==> config.mk <==
export PLATFORM = sky130hd
export DESIGN_NAME = midi_track_chunk_parser
export DESIGN_NICKNAME = d
export VERILOG_FILES = /design/src/rtl/mtcp_pkg.sv /design/src/rtl/mtcp_parse.sv /design/src/rtl/mtcp_outq.sv /design/src/rtl/midi_track_chunk_parser.sv
export SDC_FILE = /design/constraint.sdc
export NUM_CORES = 1
export LEC_CHECK = 0
export BUFFER_PORTS_ARGS = -buffer_cell sky130_fd_sc_hd__buf_2
export CAP_MARGIN = 20
export CORE_MARGIN = 1.5
export CORE_UTILIZATION = 32
export DETAILED_ROUTE_END_ITERATION = 8
export HOLD_SLACK_MARGIN = 0.1
export PLACE_DENSITY_LB_ADDON = 0.12
export SYNTH_ARGS = -nofsm -noshare
export SYNTH_HDL_FRONTEND = slang
export SYNTH_SLANG_ARGS = --single-unit
==> constraint.sdc <==
create_clock -name clk -period 13.5 [get_ports clk]
set_input_delay 1.35 -clock clk [delete_from_list [all_inputs] [get_ports clk]]
set_output_delay 1.35 -clock clk [all_outputs]
set_load 0.01 [all_outputs]
==> src/rtl/mtcp_pkg.sv <==
// shared types and constants for the midi track chunk parser
// used by mtcp_parse, mtcp_outq and midi_track_chunk_parser; no dependencies
`timescale 1ns / 1ps

package mtcp_pkg;

  // result kinds
  localparam logic [2:0] KIND_CHANNEL  = 3'd0;
  localparam logic [2:0] KIND_META     = 3'd1;
  localparam logic [2:0] KIND_PAYLOAD  = 3'd2;
  localparam logic [2:0] KIND_UNSUPP   = 3'd3;
  localparam logic [2:0] KIND_TRACK    = 3'd4;
  localparam logic [2:0] KIND_ERROR    = 3'd5;

  localparam logic [31:0] TRACK_TAG    = 32'h4D54_726B;  // "MTrk"
  localparam logic [7:0]  CONT_BIT     = 8'h80;
  localparam logic [7:0]  DATA_MASK    = 8'h7F;
  localparam logic [7:0]  META_STATUS  = 8'hFF;
  localparam logic [7:0]  SYSTEM_FIRST = 8'hF0;

  typedef struct packed {
    logic [2:0]  kind;
    logic [31:0] delta_time;
    logic [7:0]  status;
    logic [7:0]  data1;
    logic [7:0]  data2;
    logic [31:0] length;
    logic        last;
  } result_t;

  // one byte's output: an optional result, optionally followed by an error
  typedef struct packed {
    logic    has_item;
    logic    has_err;
    result_t item;
  } entry_t;

endpackage

==> src/rtl/mtcp_parse.sv <==
// byte decoder of the track chunk parser: header scan, length, event decode
// holds all parser state; depends on mtcp_pkg
`timescale 1ns / 1ps

module mtcp_parse (
  input  logic                clk,
  input  logic                rst,
  input  logic                step,
  input  logic [7:0]          byte_in,
  output mtcp_pkg::entry_t    res
);

  typedef enum logic [3:0] {
    PH_SCAN, PH_LEN, PH_DELTA, PH_DELTA_MORE, PH_STATUS,
    PH_DATA1, PH_DATA2, PH_META_TYPE, PH_META_LEN, PH_META_PAY
  } phase_t;

  phase_t      phase, phase_next;
  logic [31:0] header_shift, header_shift_next;
  logic [1:0]  header_pos, header_pos_next;
  logic [31:0] remaining, remaining_next;
  logic [31:0] delta_accum, delta_accum_next;
  logic [7:0]  running_status, running_status_next;
  logic [7:0]  first_data, first_data_next;
  logic [7:0]  meta_kind, meta_kind_next;
  logic [31:0] length_accum, length_accum_next;
  logic [31:0] payload_left, payload_left_next;
  logic        halted, halted_next;

  function automatic logic is_two_data(input logic [7:0] st);
    logic [3:0] t;
    t = st[7:4];
    return (t == 4'h8) || (t == 4'h9) || (t == 4'hA) || (t == 4'hB) || (t == 4'hE);
  endfunction

  function automatic logic is_one_data(input logic [7:0] st);
    logic [3:0] t;
    t = st[7:4];
    return (t == 4'hC) || (t == 4'hD);
  endfunction

  always_comb begin
    logic [31:0] shift_new;
    logic [31:0] len_new;
    logic [31:0] rem_dec;
    logic        meta_fail;
    phase_next          = phase;
    header_shift_next   = header_shift;
    header_pos_next     = header_pos;
    remaining_next      = remaining;
    delta_accum_next    = delta_accum;
    running_status_next = running_status;
    first_data_next     = first_data;
    meta_kind_next      = meta_kind;
    length_accum_next   = length_accum;
    payload_left_next   = payload_left;
    halted_next         = halted;
    res                 = '0;
    shift_new = {header_shift[23:0], byte_in};
    len_new   = {length_accum[24:0], byte_in[6:0]};
    rem_dec   = remaining - 32'd1;
    meta_fail = 1'b0;

    if (step && !halted) begin
      if (phase == PH_SCAN || phase == PH_LEN) begin
        if (header_pos != 2'd3) begin
          header_shift_next = shift_new;
          header_pos_next   = header_pos + 2'd1;
        end else begin
          header_pos_next   = '0;
          header_shift_next = '0;
          if (phase == PH_SCAN) begin
            if (shift_new == mtcp_pkg::TRACK_TAG) phase_next = PH_LEN;
          end else begin
            remaining_next = shift_new;
            if (shift_new == '0) begin
              halted_next = 1'b1;
              res.has_err = 1'b1;
            end else begin
              running_status_next = '0;
              phase_next          = PH_DELTA;
              delta_accum_next    = '0;
              res.has_item        = 1'b1;
              res.item.kind       = mtcp_pkg::KIND_TRACK;
              res.item.length     = shift_new;
            end
          end
        end
      end else if (remaining == '0) begin
        halted_next = 1'b1;
        res.has_err = 1'b1;
      end else begin
        remaining_next = rem_dec;
        unique case (phase)
          PH_DELTA, PH_DELTA_MORE: begin
            delta_accum_next = {delta_accum[24:0], byte_in[6:0]};
            phase_next = ((byte_in & mtcp_pkg::CONT_BIT) != '0) ? PH_DELTA_MORE : PH_STATUS;
          end
          PH_STATUS: begin
            if ((byte_in & mtcp_pkg::CONT_BIT) != '0) begin
              if (byte_in == mtcp_pkg::META_STATUS) begin
                running_status_next = '0;
                phase_next          = PH_META_TYPE;
              end else if (byte_in < mtcp_pkg::SYSTEM_FIRST) begin
                running_status_next = byte_in;
                phase_next          = PH_DATA1;
              end else begin
                running_status_next = '0;
                res.has_item        = 1'b1;
                res.item.kind       = mtcp_pkg::KIND_UNSUPP;
                res.item.delta_time = delta_accum;
                res.item.status     = byte_in;
                phase_next          = PH_DELTA;
                delta_accum_next    = '0;
              end
            end else if (is_two_data(running_status)) begin
              first_data_next = byte_in;
              phase_next      = PH_DATA2;
            end else if (is_one_data(running_status)) begin
              res.has_item        = 1'b1;
              res.item.kind       = mtcp_pkg::KIND_CHANNEL;
              res.item.delta_time = delta_accum;
              res.item.status     = running_status;
              res.item.data1      = byte_in;
              phase_next          = PH_DELTA;
              delta_accum_next    = '0;
            end else begin
              // stray data byte: report it, then reuse it as a delta time
              res.has_item        = 1'b1;
              res.item.kind       = mtcp_pkg::KIND_UNSUPP;
              res.item.delta_time = delta_accum;
              res.item.status     = running_status;
              delta_accum_next    = {24'd0, byte_in};
              phase_next          = PH_STATUS;
            end
          end
          PH_DATA1: begin
            if (is_two_data(running_status)) begin
              first_data_next = byte_in;
              phase_next      = PH_DATA2;
            end else begin
              res.has_item        = 1'b1;
              res.item.kind       = mtcp_pkg::KIND_CHANNEL;
              res.item.delta_time = delta_accum;
              res.item.status     = running_status;
              res.item.data1      = byte_in;
              phase_next          = PH_DELTA;
              delta_accum_next    = '0;
            end
          end
          PH_DATA2: begin
            res.has_item        = 1'b1;
            res.item.kind       = mtcp_pkg::KIND_CHANNEL;
            res.item.delta_time = delta_accum;
            res.item.status     = running_status;
            res.item.data1      = first_data;
            res.item.data2      = byte_in;
            phase_next          = PH_DELTA;
            delta_accum_next    = '0;
          end
          PH_META_TYPE: begin
            meta_kind_next    = byte_in;
            length_accum_next = '0;
            phase_next        = PH_META_LEN;
          end
          PH_META_LEN: begin
            length_accum_next = len_new;
            if ((byte_in & mtcp_pkg::CONT_BIT) == '0) begin
              if (len_new > rem_dec) begin
                meta_fail   = 1'b1;
                halted_next = 1'b1;
                res.has_err = 1'b1;
              end else begin
                res.has_item        = 1'b1;
                res.item.kind       = mtcp_pkg::KIND_META;
                res.item.delta_time = delta_accum;
                res.item.status     = mtcp_pkg::META_STATUS;
                res.item.data1      = meta_kind;
                res.item.length     = len_new;
                res.item.last       = (len_new == '0);
                if (len_new == '0) begin
                  phase_next       = PH_DELTA;
                  delta_accum_next = '0;
                end else begin
                  payload_left_next = len_new;
                  phase_next        = PH_META_PAY;
                end
              end
            end
          end
          PH_META_PAY: begin
            res.has_item        = 1'b1;
            res.item.kind       = mtcp_pkg::KIND_PAYLOAD;
            res.item.delta_time = delta_accum;
            res.item.status     = mtcp_pkg::META_STATUS;
            res.item.data1      = byte_in;
            res.item.length     = length_accum;
            res.item.last       = (payload_left == 32'd1);
            if (payload_left <= 32'd1) begin
              payload_left_next = '0;
              phase_next        = PH_DELTA;
              delta_accum_next  = '0;
            end else begin
              payload_left_next = payload_left - 32'd1;
            end
          end
          default: begin
            phase_next       = PH_DELTA;
            delta_accum_next = '0;
          end
        endcase
        // body used up: clean end only at an event boundary
        if (!meta_fail && rem_dec == '0) begin
          if (phase_next == PH_DELTA) begin
            phase_next        = PH_SCAN;
            header_pos_next   = '0;
            header_shift_next = '0;
          end else begin
            halted_next = 1'b1;
            res.has_err = 1'b1;
          end
        end
      end
    end
  end

  always_ff @(posedge clk) begin
    if (rst) begin
      phase          <= PH_SCAN;
      header_shift   <= '0;
      header_pos     <= '0;
      remaining      <= '0;
      delta_accum    <= '0;
      running_status <= '0;
      first_data     <= '0;
      meta_kind      <= '0;
      length_accum   <= '0;
      payload_left   <= '0;
      halted         <= 1'b0;
    end else begin
      phase          <= phase_next;
      header_shift   <= header_shift_next;
      header_pos     <= header_pos_next;
      remaining      <= remaining_next;
      delta_accum    <= delta_accum_next;
      running_status <= running_status_next;
      first_data     <= first_data_next;
      meta_kind      <= meta_kind_next;
      length_accum   <= length_accum_next;
      payload_left   <= payload_left_next;
      halted         <= halted_next;
    end
  end

endmodule

==> src/rtl/mtcp_outq.sv <==
// two-entry result queue; an entry holding a result and an error is sent as two requests
// depends on mtcp_pkg
`timescale 1ns / 1ps

module mtcp_outq (
  input  logic              clk,
  input  logic              rst,
  input  logic              push,
  input  mtcp_pkg::entry_t  push_entry,
  output logic              full,
  output logic              m_tvalid,
  input  logic              m_tready,
  output logic [87:0]       m_tdata,   // delta_time, status, data1, data2, length
  output logic [2:0]        m_tuser,   // kind
  output logic              m_tlast    // last
);

  mtcp_pkg::entry_t  q [2];
  logic [1:0]        cnt;
  logic              err_turn;     // head's result already sent, error pending
  logic              send_err;
  logic              pop;
  logic [1:0]        wr_pos;
  mtcp_pkg::result_t cur;

  assign full     = (cnt == 2'd2);
  assign m_tvalid = (cnt != 2'd0);
  assign send_err = err_turn || !q[0].has_item;
  assign pop      = m_tvalid && m_tready && (send_err || !q[0].has_err);
  assign wr_pos   = cnt - {1'b0, pop};

  always_comb begin
    cur = q[0].item;
    if (send_err) begin
      cur      = '0;
      cur.kind = mtcp_pkg::KIND_ERROR;
    end
  end

  assign m_tdata = {cur.length, cur.data2, cur.data1, cur.status, cur.delta_time};
  assign m_tuser = cur.kind;
  assign m_tlast = cur.last;

  always_ff @(posedge clk) begin
    if (rst) begin
      cnt      <= '0;
      err_turn <= 1'b0;
    end else begin
      cnt <= cnt - {1'b0, pop} + {1'b0, push};
      if (pop) begin
        err_turn <= 1'b0;
      end else if (m_tvalid && m_tready) begin
        err_turn <= 1'b1;
      end
    end
    // head slot: a new entry landing there wins over the shift from slot 1
    if (push && wr_pos == 2'd0) begin
      q[0] <= push_entry;
    end else if (pop) begin
      q[0] <= q[1];
    end
    if (push && wr_pos == 2'd1) begin
      q[1] <= push_entry;
    end
  end

endmodule

==> src/rtl/midi_track_chunk_parser.sv <==
// top level of the midi track chunk parser: input register, decoder, result queue
// depends on mtcp_pkg, mtcp_parse, mtcp_outq
`timescale 1ns / 1ps

//  channel | dir | signals                    | contents
//  s       | in  | s_tvalid s_tready s_tdata  | tdata[7:0] in_byte
//  m       | out | m_tvalid m_tready m_tdata  | tdata: delta_time, status, data1, data2,
//          |     | m_tuser m_tlast            |   length; tuser kind; tlast last
//
// one byte is taken per cycle while the result queue has room; a byte's first result
// is offered on the m side after its request is accepted and it has passed the input
// register and been decoded into the result queue.
// a byte that yields a result followed by an error needs two m requests; the
// block halts after any error and then drops every further byte until rst.
// rst (synchronous) returns the parser to scanning for a track header.
// the input register stalls only while the two-entry result queue is full.

module midi_track_chunk_parser (
  input  logic        clk,
  input  logic        rst,
  input  logic        s_tvalid,
  output logic        s_tready,
  input  logic [7:0]  s_tdata,   // in_byte
  output logic        m_tvalid,
  input  logic        m_tready,
  output logic [87:0] m_tdata,   // delta_time[31:0], status[39:32], data1[47:40],
                                 // data2[55:48], length[87:56]
  output logic [2:0]  m_tuser,   // kind
  output logic        m_tlast    // last
);

  // input register
  logic             byte_vld;
  logic [7:0]       byte_r;
  logic             q_full;
  logic             step;
  mtcp_pkg::entry_t res;

  // decode the held byte whenever the queue has room for its entry
  assign step     = byte_vld && !q_full;
  assign s_tready = !byte_vld || step;

  always_ff @(posedge clk) begin
    if (rst) begin
      byte_vld <= 1'b0;
    end else if (s_tready) begin
      byte_vld <= s_tvalid;
    end
    if (s_tready && s_tvalid) begin
      byte_r <= s_tdata;
    end
  end

  mtcp_parse u_parse (
    .clk     (clk),
    .rst     (rst),
    .step    (step),
    .byte_in (byte_r),
    .res     (res)
  );

  // only bytes that produce something occupy a queue slot
  mtcp_outq u_outq (
    .clk        (clk),
    .rst        (rst),
    .push       (step && (res.has_item || res.has_err)),
    .push_entry (res),
    .full       (q_full),
    .m_tvalid   (m_tvalid),
    .m_tready   (m_tready),
    .m_tdata    (m_tdata),
    .m_tuser    (m_tuser),
    .m_tlast    (m_tlast)
  );

endmodule
======== Word level (Yosys, flattened, before mapping) ========
Memories as Yosys holds them, arrays and structs flattened.
Cells that the tools add are included.
word-level totals
  flip-flop bits (word level) ............. 195
  memories ................................ 1
  RAM bits ................................ 188
operators by class
  multiplexer cells ....................... 140
  $lt $le $gt $ge ......................... 3
  reductions and logical operators ........ 54
  equality and inequality tests ........... 45
  $add $sub $neg .......................... 5
  bitwise gates (word level) .............. 3
memory list
  name      words  width  rd ports  clocked after memory_dff  wr ports  RTL line         source
  u_outq.q  2      94     2         0                         1         mtcp_outq.sv:18  mtcp_pkg::entry_t q [2];
operators by type and width
  operator                                                               count
  32-bit 2-to-1 mux                                                      26
  94-bit 2-to-1 mux                                                      3
  51-bit case mux with 5 select lines                                    1
  32-bit case mux with 6 select lines                                    1
  92-bit 2-to-1 mux                                                      2
  32-bit logical NOT                                                     4
  32-bit case mux with 2 select lines                                    2
  24-bit 2-to-1 mux                                                      5
  8-bit 2-to-1 mux                                                       14
  94-bit OR reduction                                                    1
  43-bit 2-to-1 mux                                                      2
  42-bit 2-to-1 mux                                                      2
  4-bit 2-to-1 mux                                                       18
  33-bit 2-to-1 mux                                                      2
  33-bit case mux with 2 select lines                                    1
  32-bit by 1-bit subtractor with 32-bit output (second input constant)  2
  56-bit 2-to-1 mux                                                      1
  53-bit 2-to-1 mux                                                      1
  51-bit 2-to-1 mux                                                      1
  49-bit 2-to-1 mux                                                      1
  48-bit 2-to-1 mux                                                      1
  1-bit 2-to-1 mux                                                       38
  4-bit == test (second input constant)                                  9
  32-bit by 1-bit == test with 1-bit output (second input constant)      1
  other kinds (40)                                                       111

======== Depth between registers and ports, before layout ========
Gate-level depths: netlist of run 1.
  word-level depth ........................ 24
  depth in mapped cells ................... 20
  gate-level depth less buffers ........... 19

======== By module ========
A second synthesis of run 1 with hierarchy kept.
second synthesis, totals
  cell total of the unflattened synthesis .. 1984
  area, all modules ....................... 19720.2 sq um
by module, submodules not included
  module                   area an instance (sq um)  instances  seq. area each (sq um)  cells an instance
  mtcp_parse               11591.1                   1          3663.5                  1551
  mtcp_outq                7826.3                    1          5705.5                  418
  midi_track_chunk_parser  302.8                     1          260.2                   15

======== Worst setup path after synthesis of run 1 ========
OpenSTA, ideal clock, no wires.
  kind .................................... register to register
  start point ............................. register u_parse.remaining[9]
  end point ............................... memory u_outq.q[0][100] (netlist name) (enable)
  cell stages (with the launch flop) ...... 18
  arrival time ............................ 8.757 ns
  setup slack ............................. 4.165 ns
  period minus slack after synthesis ...... 9.335 ns
  required time ........................... 12.922 ns
  cells stage by stage .................... dfxtp_1 -> clkbuf_1 -> or4_1 -> clkbuf_1 -> or4_1 -> clkbuf_1 -> or4_1 -> nand2_1 -> inv_1 -> ha_1 -> nand4_1 -> nor4_1 -> nand2b_1 -> a31oi_1 -> nor4_1 -> nor2_1 -> a31oi_1 -> a21oi_1
on the way
  word-level cells in the longest chain between the ends .. 21
  elaborated cells on any way between the ends .. 43
  classes of those cells .................. add/sub (1); order compare (1); eq/ne (1); mux (30); bitwise (1); reduce/logical (9)
RTL lines
  element                                                                 RTL line                                           source
  from (decl)                                                             mtcp_parse.sv:21                                   logic [31:0] remaining, remaining_next;
  from (signal assigned)                                                  mtcp_parse.sv:244                                  remaining <= remaining_next;
  32-bit by 1-bit subtractor with 32-bit output                           mtcp_parse.sv:61                                   rem_dec = remaining - 32'd1;
  32-bit > comparator                                                     mtcp_parse.sv:169                                  if (len_new > rem_dec) begin
  4-bit 2-to-1 mux or 1-bit 2-to-1 mux (tied branches)                    mtcp_parse.sv:169
  4-bit 2-to-1 mux or 1-bit 2-to-1 mux (tied branches)                    mtcp_parse.sv:168                                  if ((byte_in & mtcp_pkg::CONT_BIT) == '0) begin
  4-bit case mux with 6 select lines or 1-bit 2-to-1 mux (tied branches)  mtcp_parse.sv:94                                   unique case (phase)
  4-bit 2-to-1 mux or 1-bit 2-to-1 mux (tied branches)                    mtcp_parse.sv:89                                   end else if (remaining == '0) begin
  4-bit 2-to-1 mux or 1-bit 2-to-1 mux (tied branches)                    mtcp_parse.sv:65                                   if (phase == PH_SCAN || phase == PH_LEN) begin
  4-bit 2-to-1 mux or 1-bit 2-to-1 mux (tied branches)                    mtcp_parse.sv:64                                   if (step && !halted) begin
  (+5 left out)                                                           --
  94-bit 2-to-1 mux *                                                     mtcp_parse.sv:64
  1-bit logical OR *                                                      midi_track_chunk_parser.sv:66                      .push (step && (res.has_item || res.has_err)),
  1-bit logical AND *                                                     midi_track_chunk_parser.sv:66
  1-bit logical AND (on tied branches)                                    mtcp_outq.sv:62, mtcp_outq.sv:57
  1-bit 2-to-1 mux (on tied branches)                                     mtcp_outq.sv:62, mtcp_outq.sv:57
  1-bit 2-to-1 mux (on tied branches)                                     mtcp_outq.sv:63, mtcp_outq.sv:58, mtcp_outq.sv:60
  94-bit OR reduction (no line) or 1-bit OR (tied branches)               --
  1-bit 2-to-1 mux (no line)                                              --
  to (decl)                                                               mtcp_outq.sv:18
Mark *: on every way between the ends. The rest lies on a longest branch, timed or not. The select of a mux whose other input is x is not followed.

======== Final worst setup path of run 1 ========
  start point ............................. register u_parse.remaining[0]
  end point ............................... memory u_outq.q[0][61] (netlist name) (enable)
Same word-level chain as after synthesis.

==> results of run 1 <==
-- placed cells by master, fill, tap and decap left out, types with 28 or more instances in the layout --
cell type	synthesis	final
ha_1	40	40
buf_2	3	104
nand4_1	33	33
inv_1	28	28
nand2b_1	64	64
a21oi_1	156	155
nor3_1	51	50
and2_1	128	128
clkbuf_16	0	47
a22oi_1	40	40
buf_4	0	47
mux2_2	34	34
mux2_1	58	58
nand2_1	219	219
nor4_1	44	41
o21ai_0	113	113
or4_1	37	37
nand3_1	65	65
edfxtp_1	196	196
dfxtp_1	187	187
nor2_1	147	143
-- flip-flops by register name, indices dropped and copies added, names as in the netlist, 4 cells and up --
register	cells
u_outq.q	188
u_parse.delta_accum	32
u_parse.length_accum	32
u_parse.payload_left	32
u_parse.remaining	32
u_parse.header_shift	24
byte_r	8
u_parse.first_data	8
u_parse.meta_kind	8
u_parse.running_status	8
u_parse.phase	4
-- final cells by class --
cell class              instances  area, sq um
inverters                      29          109
clock buffers                  60         1230
well taps                     782          978
flip-flops and latches        383         9630
repair buffers                153          928
multi-input cells            1511         9490
clock inverters                25          270
fillers                      6066        38100
-- worst min-delay path, cell delays in order, from the launching register on --
cell	delay, ps
dfxtp_1	310
nand2_1	50
a21oi_1	50
-- metrics by stage --
step	utilization [%]	total power, W	cells	worst slack, ps	hold WS (ps)
after floorplan	-	0.00128	2077	4160	432
after global placement	34.7	0.00130	2856	6590	439
after detailed placement	34.8	0.00131	2858	6290	443
after CTS	37.3	0.00257	2943	6280	451
after global routing	37.3	0.00262	2943	5700	474
final	37.3	0.00253	2943	6310	452
-- cell families (layout without fill, tap and decap cells) --
logic type / after synthesis / in the layout / synth area share, %
xor+xnor: 30 / 30 / 1.33
buf+inv: 183 / 267 / 3.76
mux: 107 / 107 / 6.00
simple gates: 850 / 850 / 22.1
compound gates: 484 / 484 / 15.6
fa+ha+maj: 40 / 40 / 2.53
flops: 383 / 383 / 48.7
-- worst paths after layout --
path,endpoint,slack (ps),cells past startpoint,start
hold / removal,u_parse.length_accum[31]$_SDFFE_PP0P_,450,2,u_parse.length_accum[31]$_SDFFE_PP0P_
setup / recovery,u_outq.q[0][61]$_DFFE_PP_,6310,16,u_parse.remaining[0]$_SDFFE_PP0P_
setup reg to reg,u_outq.q[0][61]$_DFFE_PP_,6310,16,u_parse.remaining[0]$_SDFFE_PP0P_
hold reg to reg,u_parse.length_accum[31]$_SDFFE_PP0P_,450,2,u_parse.length_accum[31]$_SDFFE_PP0P_
-- routing by layer --
metal  global-route usage, %  vias to the layer above  part of all wire (%)
met1                    28.6                     8033                    48
met3                    2.69                       91                   4.4
met5                       0                        -                     0
li1                        -                     7738                     -
met4                    5.20                        0                   2.2
met2                    31.9                      420                    45
-- power breakdown --
part	internal (W)	total [W]	switching, W
Sequential	0.00122	0.00123	0.00000842
Clock	0.000743	0.00125	0.000511
Combinational	0.0000152	0.0000549	0.0000397
Total	0.00198	0.00253	0.000559
==> results.yml, run 1 <==
sta:
  fin_crit_ps: 7190
  worstMarginPinSlew_ps: 1080
  rsz0062_at_grt: "no"
  timing.fmax_mhz: 139
  skew_ps: 12.2
  fin_setup_tns_ps: 0
  slew_violations: 0
  hold_violations: 0
  slew_headroom_pct: 27.8
  post-route-period-util_pct: 53.2
  finalSetupViolCount: 0
clock_tree:
  cts_max_level: 2
  cts_num_sinks: 383
  cts_buffers: 46
  clockBufferDepth: 3
  cts_setup_buffers: 0
  hold_buffers: 0
  cts-root-buf: "clkbuf_16"
  cts_resized: 0
  clk_latency_ps: 580
  clkTransAtPathRegs_ps: 60
  cts_tree: "yes"
floorplan:
  core-area_sq_um: 60700
  die_h_um: 252
  io-pin-count: 106
  dieWidth_um: 252
  die-area_sq_um: 63300
  start_util_pct: 32.6
  row_count: 90
final_layout:
  antenna_cells: 0
  final_area_sq_um: 22600
  area_growth_pct: 14.5
  nets: 2176
  drive_gt1_share_pct: 13.2
placed_design:
  port_buffers: 105
  placed_cell_area_sq_um: 21100
  dp_hpwl_um: 42500
  place_congestion: 0.883
drt:
  routed-via-count: 16300
  firstDrtPassIters: 7
  wl_per_cell_um: 21.9
  drtAntennaViolNets: 0
  vias_per_cell: 5.53
  drt-total-wl_um: 64500
  drt_iter0_drc: 1383
  drcViolationCount: 0
synth:
  yosysTopAreaCell: "edfxtp_1"
  synth_top_flop_cell: "edfxtp_1"
  synth.most_common_cell: "nand2_1"
  async_flop_share_pct: 0
  synthTopCellsByArea: "edfxtp_1 30%, dfxtp_1 19%, nand2_1 4.2%"
  syn-instance-count: 2077
  netlist_area_sq_um: 19800
  synth_edf_count: 196
  synth_nets: 2129
  synth.ff_latch_count: 383
  synthTopCellsByCount: "219 x nand2_1, 196 x edfxtp_1, 187 x dfxtp_1, 156 x a21oi_1, 147 x nor2_1"
  yosysUniqueCellTypes: 73
  yosysWarnings: 0
  synth_area_per_cell_sq_um: 9.52
  synth_top_area_share_pct: 29.8
  seq_area_frac_synth_pct: 48.7
critical_path:
  critPathMaxStageDelay_ps: 700
  crit_fanout: 54
  endpoint_kind: "flip-flop"
  crit_buf_inv: 2
  path_class: "reg2reg"
  crit_path_cell_trace: "inv_1, ha_1, or4b_2, or4_1, nor3_1, nand2_1, xnor2_1, ha_1, nand4_1, nor4_1, nand2b_1, a31oi_1, nor4_1, nor4_1, a211o_4, buf_4"
  start_kind: "flip-flop"
  crit_required_ps: 13700
  critPathArrivalTime_ps: 7390
  crit_family: "simple AND/OR/NAND/NOR gates"
  critPathSlowestCell: "nor4_1"
  path_common_cell: "nor4_1"
global_routing:
  grtUsageTotal_pct: 20.1
  grt_pass1_vias: 15600
  grt_max_degree: 93
  grt-ovfl-total: 0
  grt_pass1_wl_um: 98700
  antenna_found_initial: 0
run_status:
  outcome: "finished clean"
min_path:
  hp-class: "reg2reg"
power:
  power.density_nw_per_um2: 112
  p_leak_nw: 8.23
  irDropWorstVdd_mv: 0.0830
run:
  drv_cap: 0
(Power assumes the default switching activity.)
==> inputs of run 2 (changes only) <==
Clock period 13.5 ns to 7.35 ns, I/O delays scaled along.
==> results.yml, run 2 (synthesized netlist as in run 1, its figures left out) <==
global_routing:
  antenna_found_initial: 1
  grt_pass1_wl_um: 98900
  grt_pass1_vias: 15700
  grt-ovfl-total: 0
  grt_max_degree: 102
  grtUsageTotal_pct: 20.2
sta:
  slew_headroom_pct: 25.3
  hold_violations: 0
  timing.fmax_mhz: 151
  finalSetupViolCount: 0
  slew_violations: 0
  fin_setup_tns_ps: 0
  rsz0062_at_grt: "no"
  whs_ps: 338
  worstMarginPinSlew_ps: 1110
  skew_ps: 19.7
  fin_crit_ps: 6630
  post-route-period-util_pct: 90.1
final_layout:
  fin_util_pct: 37.6
  antenna_cells: 0
  layout.cells.most_common: "nand2_1"
  drive_gt1_share_pct: 13.6
  final_cell_mix: "219 x nand2_1, 196 x edfxtp_1, 187 x dfxtp_1"
  largest_register_ffs: 188
  area_growth_pct: 15.5
  largest-register: "u_outq.q"
  nets: 2178
run:
  drv_cap: 0
drt:
  routed-via-count: 16400
  drcViolationCount: 0
  firstDrtPassIters: 5
  drt-total-wl_um: 65200
  wl_per_cell_um: 22.1
  vias_per_cell: 5.58
  drtAntennaViolNets: 0
  drt_iter0_drc: 1358
floorplan:
  die-area_sq_um: 63300
  dieWidth_um: 252
  row_count: 90
  io-pin-count: 106
  die_h_um: 252
  start_util_pct: 32.6
  core-area_sq_um: 60700
placed_design:
  port_buffers: 105
  place_congestion: 0.886
  dp_hpwl_um: 43000
clock_tree:
  cts_resized: 0
  clkTransAtPathRegs_ps: 60
  cts_tree: "yes"
  cts_buffers: 46
  cts-root-buf: "clkbuf_16"
  cts_num_sinks: 383
  cts_setup_buffers: 0
  clk_latency_ps: 580
  hold_buffers: 0
  clockBufferDepth: 3
  cts_max_level: 2
power:
  power.density_nw_per_um2: 211
  irDropWorstVdd_mv: 0.137
  p_leak_nw: 8.29
critical_path:
  crit_fanout: 52
  critPathArrivalTime_ps: 6940
  start_kind: "flip-flop"
  crit_required_ps: 7670
  endpoint_kind: "flip-flop"
  path_class: "reg2reg"
  r2r_slack_ps: 720
run_status:
  outcome: "finished clean"
min_path:
  hp-class: "in2reg"
==> run 2: cell count changes in the layout (fill, tap and decap cells not counted), moves of 2 or more <==
cell / change
clkbuf_1: -7
clkinv_8: +2
bufinv_16: +4
buf_4: -2
clkinvlp_4: +4
buf_12: +3
clkbuf_8: +3
clkinv_2: -5
==> run 2: power breakdown <==
group	total [W]	switching [W]	internal, W
Clock	0.00245	0.000945	0.00151
Combinational	0.000101	0.0000708	0.0000304
Sequential	0.00226	0.0000186	0.00224
==> run 2: critical path: stages (launching register included) <==
cell,delay [ps]
dfxtp_1,380
inv_1,160
ha_1,310
or4b_2,680
or4_1,520
nor3_1,530
nand2_1,130
xnor2_1,180
ha_1,300
nand4_1,170
nor4_1,470
nand2b_1,130
a31oi_1,540
nor4_1,180
nor4_1,710
a211oi_4,140
buf_4,370
mux2_1,420
==> run 2: path summary, 6_finish.rpt <==
| check | start | endpoint | depth (start not counted) |
|---|---|---|---|
| hold / removal | s_tdata[7] | byte_r[7]$_DFFE_PP_ | 1 |
| hold reg to reg | u_parse.length_accum[30]$_SDFFE_PP0P_ | u_parse.length_accum[30]$_SDFFE_PP0P_ | 2 |
| setup / recovery | u_parse.remaining[0]$_SDFFE_PP0P_ | u_outq.q[0][39]$_DFFE_PP_ | 17 |
| setup reg to reg | u_parse.remaining[0]$_SDFFE_PP0P_ | u_outq.q[0][39]$_DFFE_PP_ | 17 |
==> run 2: final cells by class <==
| class | count | area (sq um) |
|---|---|---|
| well taps | 782 | 978 |
| multi-input cells | 1511 | 9500 |
| fillers | 6022 | 37900 |
| flip-flops and latches | 383 | 9630 |
| inverters | 29 | 109 |
| repair buffers | 155 | 988 |
| clock inverters | 29 | 403 |
| clock buffers | 55 | 1220 |
==> run 2: stage by stage <==
step	cell area (sq um)	power [W]	cells	worst slack, ps
detailed placement	21200	0.00240	2858	836
global route	22800	0.00497	2944	167
CTS	22800	0.00487	2942	763
floorplan	19800	0.00235	2077	21.1
global placement	21100	0.00240	2857	1060
finish	22800	0.00481	2944	725
==> run 2: layer usage <==
metal	global-route usage (%)	up-vias	share of wire, %
li1	-	7747	-
met1	28.9	8019	47
met2	31.0	535	44
met3	3.02	116	5.5
met4	6.61	2	3.0
met5	0	-	0.037
